<file path="config.mk">
export PLATFORM = sky130hd
export DESIGN_NAME = sequential_list_engine_flat
export DESIGN_NICKNAME = d
export VERILOG_FILES = /design/src/rtl/sle_pkg.sv /design/src/rtl/sle_if.sv /design/src/rtl/sle_cell.sv /design/src/rtl/sequential_list_engine.sv /design/src/flat_wrapper.sv
export SDC_FILE = /design/constraint.sdc
export NUM_CORES = 2
export LEC_CHECK = 0
export BUFFER_PORTS_ARGS = -buffer_cell sky130_fd_sc_hd__buf_2
export CAP_MARGIN = 25
export CORE_UTILIZATION = 50
export DETAILED_ROUTE_END_ITERATION = 8
export PLACE_DENSITY = 0.66
export SYNTH_ARGS = -nofsm -noshare
export SYNTH_HDL_FRONTEND = slang
export SYNTH_HIERARCHICAL = 1
export SYNTH_SLANG_ARGS = --single-unit
</file>
<file path="constraint.sdc">
create_clock -name clk -period 9.35 [get_ports clk]
set_input_delay 0.4675 -clock clk [delete_from_list [all_inputs] [get_ports clk]]
set_output_delay 0.4675 -clock clk [all_outputs]
set_load 0.01 [all_outputs]
</file>
<file path="src/rtl/sle_pkg.sv">
// shared types and constants of the sequential list engine
package sle_pkg;

	localparam int KEY_WIDTH   = 32;
	localparam int DATA_WIDTH  = 32;
	localparam int POS_WIDTH   = 5;
	localparam int KIND_WIDTH  = 3;
	localparam int COUNT_WIDTH = 5;

	typedef enum logic [KIND_WIDTH-1:0] {
		OP_INS_HEAD,
		OP_INS_AT,
		OP_INS_TAIL,
		OP_REM_HEAD,
		OP_REM_AT,
		OP_REM_TAIL,
		OP_READ,
		OP_FIND
	} op_kind_t;

	typedef enum logic [1:0] {
		S_IDLE,
		S_CMP,
		S_SEL,
		S_OUT
	} sle_state_t;

	typedef enum logic [1:0] {
		ACT_KEEP,
		ACT_TAKE_LEFT,
		ACT_TAKE_RIGHT,
		ACT_LOAD_NEW
	} cell_act_t;

endpackage

</file>
<file path="src/rtl/sle_if.sv">
// request and response channel interfaces of the sequential list engine
interface sle_req_if import sle_pkg::*; ();
	logic                  valid;
	logic                  ready;
	logic [KIND_WIDTH-1:0] kind;
	logic [POS_WIDTH-1:0]  position;
	logic [KEY_WIDTH-1:0]  entry_key;
	logic [DATA_WIDTH-1:0] entry_payload;

	modport source (output valid, kind, position, entry_key, entry_payload, input ready);
	modport sink (input valid, kind, position, entry_key, entry_payload, output ready);
endinterface

interface sle_rsp_if import sle_pkg::*; ();
	logic                   valid;
	logic                   ready;
	logic                   ok;
	logic [KEY_WIDTH-1:0]   out_key;
	logic [DATA_WIDTH-1:0]  out_payload;
	logic [COUNT_WIDTH-1:0] entry_count;
	logic                   is_full;
	logic                   is_empty;

	modport source (output valid, ok, out_key, out_payload, entry_count, is_full, is_empty,
		input ready);
	modport sink (input valid, ok, out_key, out_payload, entry_count, is_full, is_empty,
		output ready);
endinterface

</file>
<file path="src/rtl/sle_cell.sv">
// one list slot: holds an entry, shifts with its neighbors and compares its key
module sle_cell import sle_pkg::*; #(
	parameter int PAYLOAD_WIDTH = 32
) (
	input  logic                     clk,
	input  cell_act_t                act,
	input  logic [KEY_WIDTH-1:0]     left_key,
	input  logic [PAYLOAD_WIDTH-1:0] left_payload,
	input  logic [KEY_WIDTH-1:0]     right_key,
	input  logic [PAYLOAD_WIDTH-1:0] right_payload,
	input  logic [KEY_WIDTH-1:0]     new_key,
	input  logic [PAYLOAD_WIDTH-1:0] new_payload,
	input  logic [KEY_WIDTH-1:0]     cmp_key,
	output logic [KEY_WIDTH-1:0]     key,
	output logic [PAYLOAD_WIDTH-1:0] payload,
	output logic                     match
);

	logic [KEY_WIDTH-1:0]     key_q;
	logic [PAYLOAD_WIDTH-1:0] payload_q;

	always_ff @(posedge clk) begin
		case (act)
			ACT_TAKE_LEFT: begin
				key_q     <= left_key;
				payload_q <= left_payload;
			end
			ACT_TAKE_RIGHT: begin
				key_q     <= right_key;
				payload_q <= right_payload;
			end
			ACT_LOAD_NEW: begin
				key_q     <= new_key;
				payload_q <= new_payload;
			end
			default: begin
				key_q     <= key_q;
				payload_q <= payload_q;
			end
		endcase
	end

	assign key     = key_q;
	assign payload = payload_q;
	assign match   = (key_q == cmp_key);

endmodule

</file>
<file path="src/rtl/sequential_list_engine.sv">
// top level of the sequential list engine: control, cell row and result register
// a request word is accepted only in idle, after the previous one has run the three-step
// sequence over the cell row (shift and compare, first-hit select, gather); the result
// register loads in the gather step, which waits while a held result is not yet taken
// reset: entry count cleared, slot contents undefined until written, no clearing pass
module sequential_list_engine import sle_pkg::*; #(
	parameter int CAPACITY      = 16,
	parameter int PAYLOAD_WIDTH = 32
) (
	input  logic     clk,
	input  logic     arst_n,
	sle_req_if.sink  req,
	sle_rsp_if.source rsp
);

	localparam int CW = $clog2(CAPACITY + 1);
	localparam int EW = CW + POS_WIDTH;

	sle_state_t state_q, state_d;

	op_kind_t                 kind_q;
	logic [POS_WIDTH-1:0]     pos_q;
	logic [KEY_WIDTH-1:0]     key_q;
	logic [PAYLOAD_WIDTH-1:0] payload_q;
	logic [CW-1:0]            count_q;
	logic                     ok_q;
	logic [CAPACITY-1:0]      hit_q;
	logic [CAPACITY-1:0]      sel_q;

	logic                     rsp_valid_q;
	logic                     rsp_ok_q;
	logic [KEY_WIDTH-1:0]     rsp_key_q;
	logic [DATA_WIDTH-1:0]    rsp_payload_q;
	logic [COUNT_WIDTH-1:0]   rsp_count_q;
	logic                     rsp_full_q;
	logic                     rsp_empty_q;

	logic [63:0]              payload_wide;
	logic [KEY_WIDTH-1:0]     cell_key [CAPACITY];
	logic [PAYLOAD_WIDTH-1:0] cell_payload [CAPACITY];
	logic [CAPACITY-1:0]      cell_match;
	cell_act_t                cell_act [CAPACITY];

	logic [EW-1:0]            pos_e;
	logic [EW-1:0]            cnt_e;
	logic [EW-1:0]            idx_e;
	logic                     is_ins;
	logic                     is_rem;
	logic                     is_read;
	logic                     is_find;
	logic                     ins_ok;
	logic                     rem_ok;
	logic                     read_ok;
	logic                     load_out;

	logic [KEY_WIDTH-1:0]     gather_key;
	logic [PAYLOAD_WIDTH-1:0] gather_payload;
	logic [63:0]              gather_wide;

	assign req.ready    = (state_q == S_IDLE);
	assign payload_wide = 64'(req.entry_payload);
	assign load_out     = (state_q == S_OUT) && (!rsp_valid_q || rsp.ready);

	// operation decode
	assign pos_e = EW'(pos_q);
	assign cnt_e = EW'(count_q);

	always_comb begin
		is_ins  = 1'b0;
		is_rem  = 1'b0;
		is_read = 1'b0;
		is_find = 1'b0;
		idx_e   = '0;
		case (kind_q)
			OP_INS_HEAD: begin
				is_ins = 1'b1;
			end
			OP_INS_AT: begin
				is_ins = 1'b1;
				idx_e  = pos_e - EW'(1);
			end
			OP_INS_TAIL: begin
				is_ins = 1'b1;
				idx_e  = cnt_e;
			end
			OP_REM_HEAD: begin
				is_rem = 1'b1;
			end
			OP_REM_AT: begin
				is_rem = 1'b1;
				idx_e  = pos_e - EW'(1);
			end
			OP_REM_TAIL: begin
				is_rem = 1'b1;
				idx_e  = cnt_e - EW'(1);
			end
			OP_READ: begin
				is_read = 1'b1;
				idx_e   = pos_e - EW'(1);
			end
			default: begin
				is_find = 1'b1;
			end
		endcase
	end

	// position zero wraps the index to all ones and fails every range check
	assign ins_ok  = is_ins && (cnt_e < EW'(CAPACITY)) && (idx_e <= cnt_e);
	assign rem_ok  = is_rem && (idx_e < cnt_e);
	assign read_ok = is_read && (idx_e < cnt_e);

	// cell row
	for (genvar i = 0; i < CAPACITY; i++) begin : g_cell
		logic [KEY_WIDTH-1:0]     l_key, r_key;
		logic [PAYLOAD_WIDTH-1:0] l_payload, r_payload;

		if (i == 0) begin : g_first
			assign l_key     = cell_key[i];
			assign l_payload = cell_payload[i];
		end else begin : g_mid_l
			assign l_key     = cell_key[i-1];
			assign l_payload = cell_payload[i-1];
		end

		if (i == CAPACITY - 1) begin : g_last
			assign r_key     = cell_key[i];
			assign r_payload = cell_payload[i];
		end else begin : g_mid_r
			assign r_key     = cell_key[i+1];
			assign r_payload = cell_payload[i+1];
		end

		always_comb begin
			cell_act[i] = ACT_KEEP;
			if (state_q == S_CMP) begin
				if (ins_ok) begin
					if (EW'(i) > idx_e) begin
						cell_act[i] = ACT_TAKE_LEFT;
					end else if (EW'(i) == idx_e) begin
						cell_act[i] = ACT_LOAD_NEW;
					end
				end else if (rem_ok && (EW'(i) >= idx_e)) begin
					cell_act[i] = ACT_TAKE_RIGHT;
				end
			end
		end

		sle_cell #(
			.PAYLOAD_WIDTH(PAYLOAD_WIDTH)
		) u_cell (
			.clk          (clk),
			.act          (cell_act[i]),
			.left_key     (l_key),
			.left_payload (l_payload),
			.right_key    (r_key),
			.right_payload(r_payload),
			.new_key      (key_q),
			.new_payload  (payload_q),
			.cmp_key      (key_q),
			.key          (cell_key[i]),
			.payload      (cell_payload[i]),
			.match        (cell_match[i])
		);
	end

	// gather the selected slot
	always_comb begin
		gather_key     = '0;
		gather_payload = '0;
		for (int i = 0; i < CAPACITY; i++) begin
			gather_key     = gather_key | (cell_key[i] & {KEY_WIDTH{sel_q[i]}});
			gather_payload = gather_payload | (cell_payload[i] & {PAYLOAD_WIDTH{sel_q[i]}});
		end
	end

	assign gather_wide = 64'(gather_payload);

	// sequencer
	always_ff @(posedge clk or negedge arst_n) begin
		if (!arst_n) begin
			state_q <= S_IDLE;
		end else begin
			state_q <= state_d;
		end
	end

	always_comb begin
		state_d = state_q;
		case (state_q)
			S_IDLE: begin
				if (req.valid) begin
					state_d = S_CMP;
				end
			end
			S_CMP: begin
				state_d = S_SEL;
			end
			S_SEL: begin
				state_d = S_OUT;
			end
			S_OUT: begin
				if (load_out) begin
					state_d = S_IDLE;
				end
			end
			default: begin
				state_d = S_IDLE;
			end
		endcase
	end

	always_ff @(posedge clk or negedge arst_n) begin
		if (!arst_n) begin
			count_q <= '0;
		end else if (state_q == S_CMP) begin
			if (ins_ok) begin
				count_q <= count_q + CW'(1);
			end else if (rem_ok) begin
				count_q <= count_q - CW'(1);
			end
		end
	end

	always_ff @(posedge clk) begin
		if (req.valid && req.ready) begin
			kind_q    <= op_kind_t'(req.kind);
			pos_q     <= req.position;
			key_q     <= req.entry_key;
			payload_q <= payload_wide[PAYLOAD_WIDTH-1:0];
		end
		if (state_q == S_CMP) begin
			ok_q <= ins_ok || rem_ok;
			for (int i = 0; i < CAPACITY; i++) begin
				hit_q[i] <= (read_ok && (EW'(i) == idx_e)) ||
					(is_find && cell_match[i] && (EW'(i) < cnt_e));
			end
		end
		if (state_q == S_SEL) begin
			sel_q <= hit_q & (~hit_q + CAPACITY'(1));
			if (is_read || is_find) begin
				ok_q <= |hit_q;
			end
		end
	end

	// result register
	always_ff @(posedge clk or negedge arst_n) begin
		if (!arst_n) begin
			rsp_valid_q <= 1'b0;
		end else if (load_out) begin
			rsp_valid_q <= 1'b1;
		end else if (rsp.ready) begin
			rsp_valid_q <= 1'b0;
		end
	end

	always_ff @(posedge clk) begin
		if (load_out) begin
			rsp_ok_q      <= ok_q;
			rsp_key_q     <= gather_key;
			rsp_payload_q <= gather_wide[DATA_WIDTH-1:0];
			rsp_count_q   <= COUNT_WIDTH'(count_q);
			rsp_full_q    <= (count_q == CW'(CAPACITY));
			rsp_empty_q   <= (count_q == '0);
		end
	end

	assign rsp.valid       = rsp_valid_q;
	assign rsp.ok          = rsp_ok_q;
	assign rsp.out_key     = rsp_key_q;
	assign rsp.out_payload = rsp_payload_q;
	assign rsp.entry_count = rsp_count_q;
	assign rsp.is_full     = rsp_full_q;
	assign rsp.is_empty    = rsp_empty_q;

endmodule
</file>
<file path="src/flat_wrapper.sv">
// flat-port wrapper written by rule: the top's interface ports become plain ports
module sequential_list_engine_flat import sle_pkg::*;
#(
	parameter int CAPACITY      = 16,
	parameter int PAYLOAD_WIDTH = 32
)
  (clk, arst_n, req_valid, req_kind, req_position, req_entry_key, req_entry_payload, req_ready, rsp_valid, rsp_ok, rsp_out_key, rsp_out_payload, rsp_entry_count, rsp_is_full, rsp_is_empty, rsp_ready);
  sle_req_if req_i ();
  sle_rsp_if rsp_i ();
  input  logic clk;
  input  logic arst_n;
  input wire logic [$bits(req_i.valid)-1:0] req_valid;
  input wire logic [$bits(req_i.kind)-1:0] req_kind;
  input wire logic [$bits(req_i.position)-1:0] req_position;
  input wire logic [$bits(req_i.entry_key)-1:0] req_entry_key;
  input wire logic [$bits(req_i.entry_payload)-1:0] req_entry_payload;
  output wire logic [$bits(req_i.ready)-1:0] req_ready;
  output wire logic [$bits(rsp_i.valid)-1:0] rsp_valid;
  output wire logic [$bits(rsp_i.ok)-1:0] rsp_ok;
  output wire logic [$bits(rsp_i.out_key)-1:0] rsp_out_key;
  output wire logic [$bits(rsp_i.out_payload)-1:0] rsp_out_payload;
  output wire logic [$bits(rsp_i.entry_count)-1:0] rsp_entry_count;
  output wire logic [$bits(rsp_i.is_full)-1:0] rsp_is_full;
  output wire logic [$bits(rsp_i.is_empty)-1:0] rsp_is_empty;
  input wire logic [$bits(rsp_i.ready)-1:0] rsp_ready;
  assign req_i.valid = req_valid;
  assign req_i.kind = req_kind;
  assign req_i.position = req_position;
  assign req_i.entry_key = req_entry_key;
  assign req_i.entry_payload = req_entry_payload;
  assign req_ready = req_i.ready;
  assign rsp_valid = rsp_i.valid;
  assign rsp_ok = rsp_i.ok;
  assign rsp_out_key = rsp_i.out_key;
  assign rsp_out_payload = rsp_i.out_payload;
  assign rsp_entry_count = rsp_i.entry_count;
  assign rsp_is_full = rsp_i.is_full;
  assign rsp_is_empty = rsp_i.is_empty;
  assign rsp_i.ready = rsp_ready;
  sequential_list_engine #(.CAPACITY(CAPACITY), .PAYLOAD_WIDTH(PAYLOAD_WIDTH)) u_core (.clk(clk), .arst_n(arst_n), .req(req_i), .rsp(rsp_i));
endmodule
</file>
==> impl_metrics.json <==
{
  "dpl_cell_area_um2": 72600,
  "synth_cells": 6327,
  "tightest_slew_ps": 1280,
  "grt_util_all_layers_pct": 38.8,
  "grt_pass1_vias": 55300,
  "drtAntennaViolNets": 0,
  "io_pins": 150,
  "outcome": "finished, final reports clean",
  "p_leak_nw": 24.5,
  "cp.arrival_ps": 8280,
  "cts_hold_buf": 74,
  "cts.sinks": 1209,
  "fp.dieH_um": 378,
  "slowest_stage": "or2_4",
  "power_switching_mw": 11.1,
  "place_ws_ps": 1660,
  "area_growth_pct": 9.81,
  "clock_path_buffers": 3,
  "yosysUniqueCellTypes": 65,
  "p_int_mw": 14.5,
  "overflow": 0,
  "path_clk_slew_ps": 60,
  "required_ps": 9800,
  "post-route-period-util_pct": 83.7,
  "setup_violations": 0,
  "post-cts-setup-buffers": 0,
  "die_x_um": 378,
  "via_count": 58800,
  "max-vdd-ir-drop_uv": 417,
  "p_clk_share_pct": 21.0,
  "ys_ff_latch": 1209,
  "grt_pass1_wl_um": 398000,
  "final_nets": 6466,
  "cts_inserted_buffers": 138,
  "fp.coreArea_um2": 140000,
  "synth_top_cell_by_area": "edfxtp_1",
  "root_buffer": "clkbuf_16",
  "grt_max_degree": 129,
  "sw_frac_of_total_pct": 43.4,
  "seq_power_share_pct": 38.8,
  "startpoint_type": "register",
  "slew_violations": 0,
  "yosys_most_used_dff": "edfxtp_1",
  "hold_viol": 0,
  "power_density_nw_per_um2": 328,
  "min_period_ps": 7830,
  "fin_util_pct": 55.5,
  "endpoint_kind": "register",
  "synth_area_per_cell_um2": 11.2,
  "cts_tree": "built",
  "synth_area_leaders": "edfxtp_1 (51%), mux2i_1 (15%), a21oi_1 (7.4%)",
  "cts_max_level": 4,
  "synth-seq-area-share_pct": 51.2,
  "comb_power_share_pct": 40.1,
  "crit_chain": "or2b_1 > o21ai_2 > mux2i_1 > ha_1 > xnor2_1 > nor2_1 > a221oi_2 > inv_1 > ha_1 > and3_1 > o21ai_0 > nand2_1 > a21oi_1 > buf_4 > and3_1 > nand2b_1 > buf_4 > a21oi_4 > or2_4 > buf_4",
  "dp_hpwl_um": 156000,
  "start_util_pct": 50.6,
  "clk_latency_ps": 810,
  "tns_ps": 0,
  "die_area_um2": 143000,
  "drt_iter0_markers": 9811,
  "worst_slack_ps": 1520,
  "rsz0062_at_grt": "false",
  "yosys_warnings": 6,
  "skew_ps": 34.7,
  "row_count": 137,
  "synth_top_area_share_pct": 50.9,
  "worstPathBufferInverterCount": 4,
  "drv_cap": 0,
  "post_cts_resized": 0,
  "hold_class": "primary input to async pin",
  "synthTopCellsByCount": "edfxtp_1 (1200), nor2_1 (1079), a21oi_1 (1050)",
  "postSynth.asyncResetShare_pct": 0.662,
  "slew_headroom_pct": 14.2,
  "syn_area_um2": 70800,
  "final_area_um2": 77800,
  "wl_per_cell_um": 34.0,
  "drtPass1Iterations": 8,
  "port_buffers": 149,
  "fmax_mhz": 128,
  "synth_edf_count": 1200,
  "crit_path_max_incr_delay_ps": 870,
  "critPathKind": "register to register",
  "antenna_found_initial": 11,
  "route.detailed.drc": 0,
  "drt-vias-per-instance": 7.03,
  "gp_congestion": 0.952,
  "synth_nets": 6417,
  "critPathMaxFanout": 35,
  "yosysMostFrequentCell": "edfxtp_1",
  "whs_ps": 32.7,
  "worst_path_most_repeated_cell": "buf_4",
  "drive_gt1_share_pct": 8.55,
  "wl_um": 284000,
  "crit_family": "simple AND/OR/NAND/NOR gates"
}
==> final cells by class <==
type | instances | area, um^2
Fill cell | 12100 | 62300
Tap cell | 1876 | 2350
Sequential cell | 1209 | 36300
Inverter | 19 | 76.3
Multi-Input combinational cell | 4629 | 31800
Timing Repair Buffer | 379 | 3050
Clock inverter | 71 | 647
Antenna cell | 2 | 5.00
Clock buffer | 172 | 3620
==> placed cells by master (no fill, tap or decap), drive strengths merged, types with 34 or more instances in the layout <==
cell type	instances
buf	305
dlygate4sd3	74
a21oi	1050
xor2	513
nor4	133
a22o	256
edfxtp	1200
nand4	100
clkbuf	172
a221oi	257
mux2i	1032
clkinv	52
nor2	1079
nand2	34
==> sequential cells by signal (all words and copies together) (netlist names), 2 cells and up <==
signal / flops
u_core/sel_q: 16
u_core/g_cell.u_cell/key: 512
u_core/hit_q: 16
u_core/rsp.out_key: 32
u_core/rsp.entry_count: 5
u_core/pos_q: 5
u_core/count_q: 5
u_core/key_q: 32
u_core/state_q: 2
u_core/g_cell.u_cell/payload: 512
u_core/kind_q: 3
u_core/rsp.out_payload: 32
u_core/payload_q: 32
==> routing by layer <==
metal,GRT usage (%),wire (um)
met1,51.9,104000
met2,56.9,120000
met3,10.8,42100
met4,21.2,18000
met5,0,125
==> final timing paths <==
kind	startpoint	endpoint	slack (ps)	depth (start not counted)
worst min register to register	u_core/ok_q	u_core/rsp.ok	470	0
worst max register to register	u_core/kind_q[2]	u_core/g_cell[8].u_cell/key[15]	1520	20
max in group asynchronous	arst_n	u_core/state_q[1]	9120	2
worst max-delay path	u_core/kind_q[2]	u_core/g_cell[8].u_cell/key[15]	1520	20
min in group clk	req_valid	u_core/state_q[1]	90	5
worst min-delay path	arst_n	u_core/count_q[2]	30	2
==> power groups by stage <==
| stage | logic (mW) | clock network (mW) | registers [mW] |
|---|---|---|---|
| final | 10.2 | 5.37 | 9.92 |
| after global placement | 9.44 | 0 | 9.92 |
| after floorplan | 6.19 | 0 | 9.52 |
| after detailed placement | 9.66 | 0 | 9.93 |
| after global routing | 10.5 | 5.59 | 10.0 |
| after CTS | 9.71 | 5.40 | 9.84 |
==> through the flow <==
stage	total power [mW]	std cells
after global placement	19.4	8026
after detailed placement	19.6	8028
after CTS	25.0	8345
after global routing	26.2	8355
final	25.5	8357
after floorplan	15.7	6327
==> kinds of logic after synthesis <==
| family | after synthesis | share of synthesized area [%] |
|---|---|---|
| AO/OA/AOI/OAI | 1625 | 14.4 |
| XOR/XNOR | 518 | 6.41 |
| adder cells (fa/ha/maj) | 14 | 0.247 |
| buffers and inverters | 489 | 4.35 |
| flip-flops | 1209 | 51.2 |
| multiplexers | 1032 | 14.6 |
| AND/OR/NAND/NOR | 1440 | 8.86 |
(Power assumes the default switching activity.)
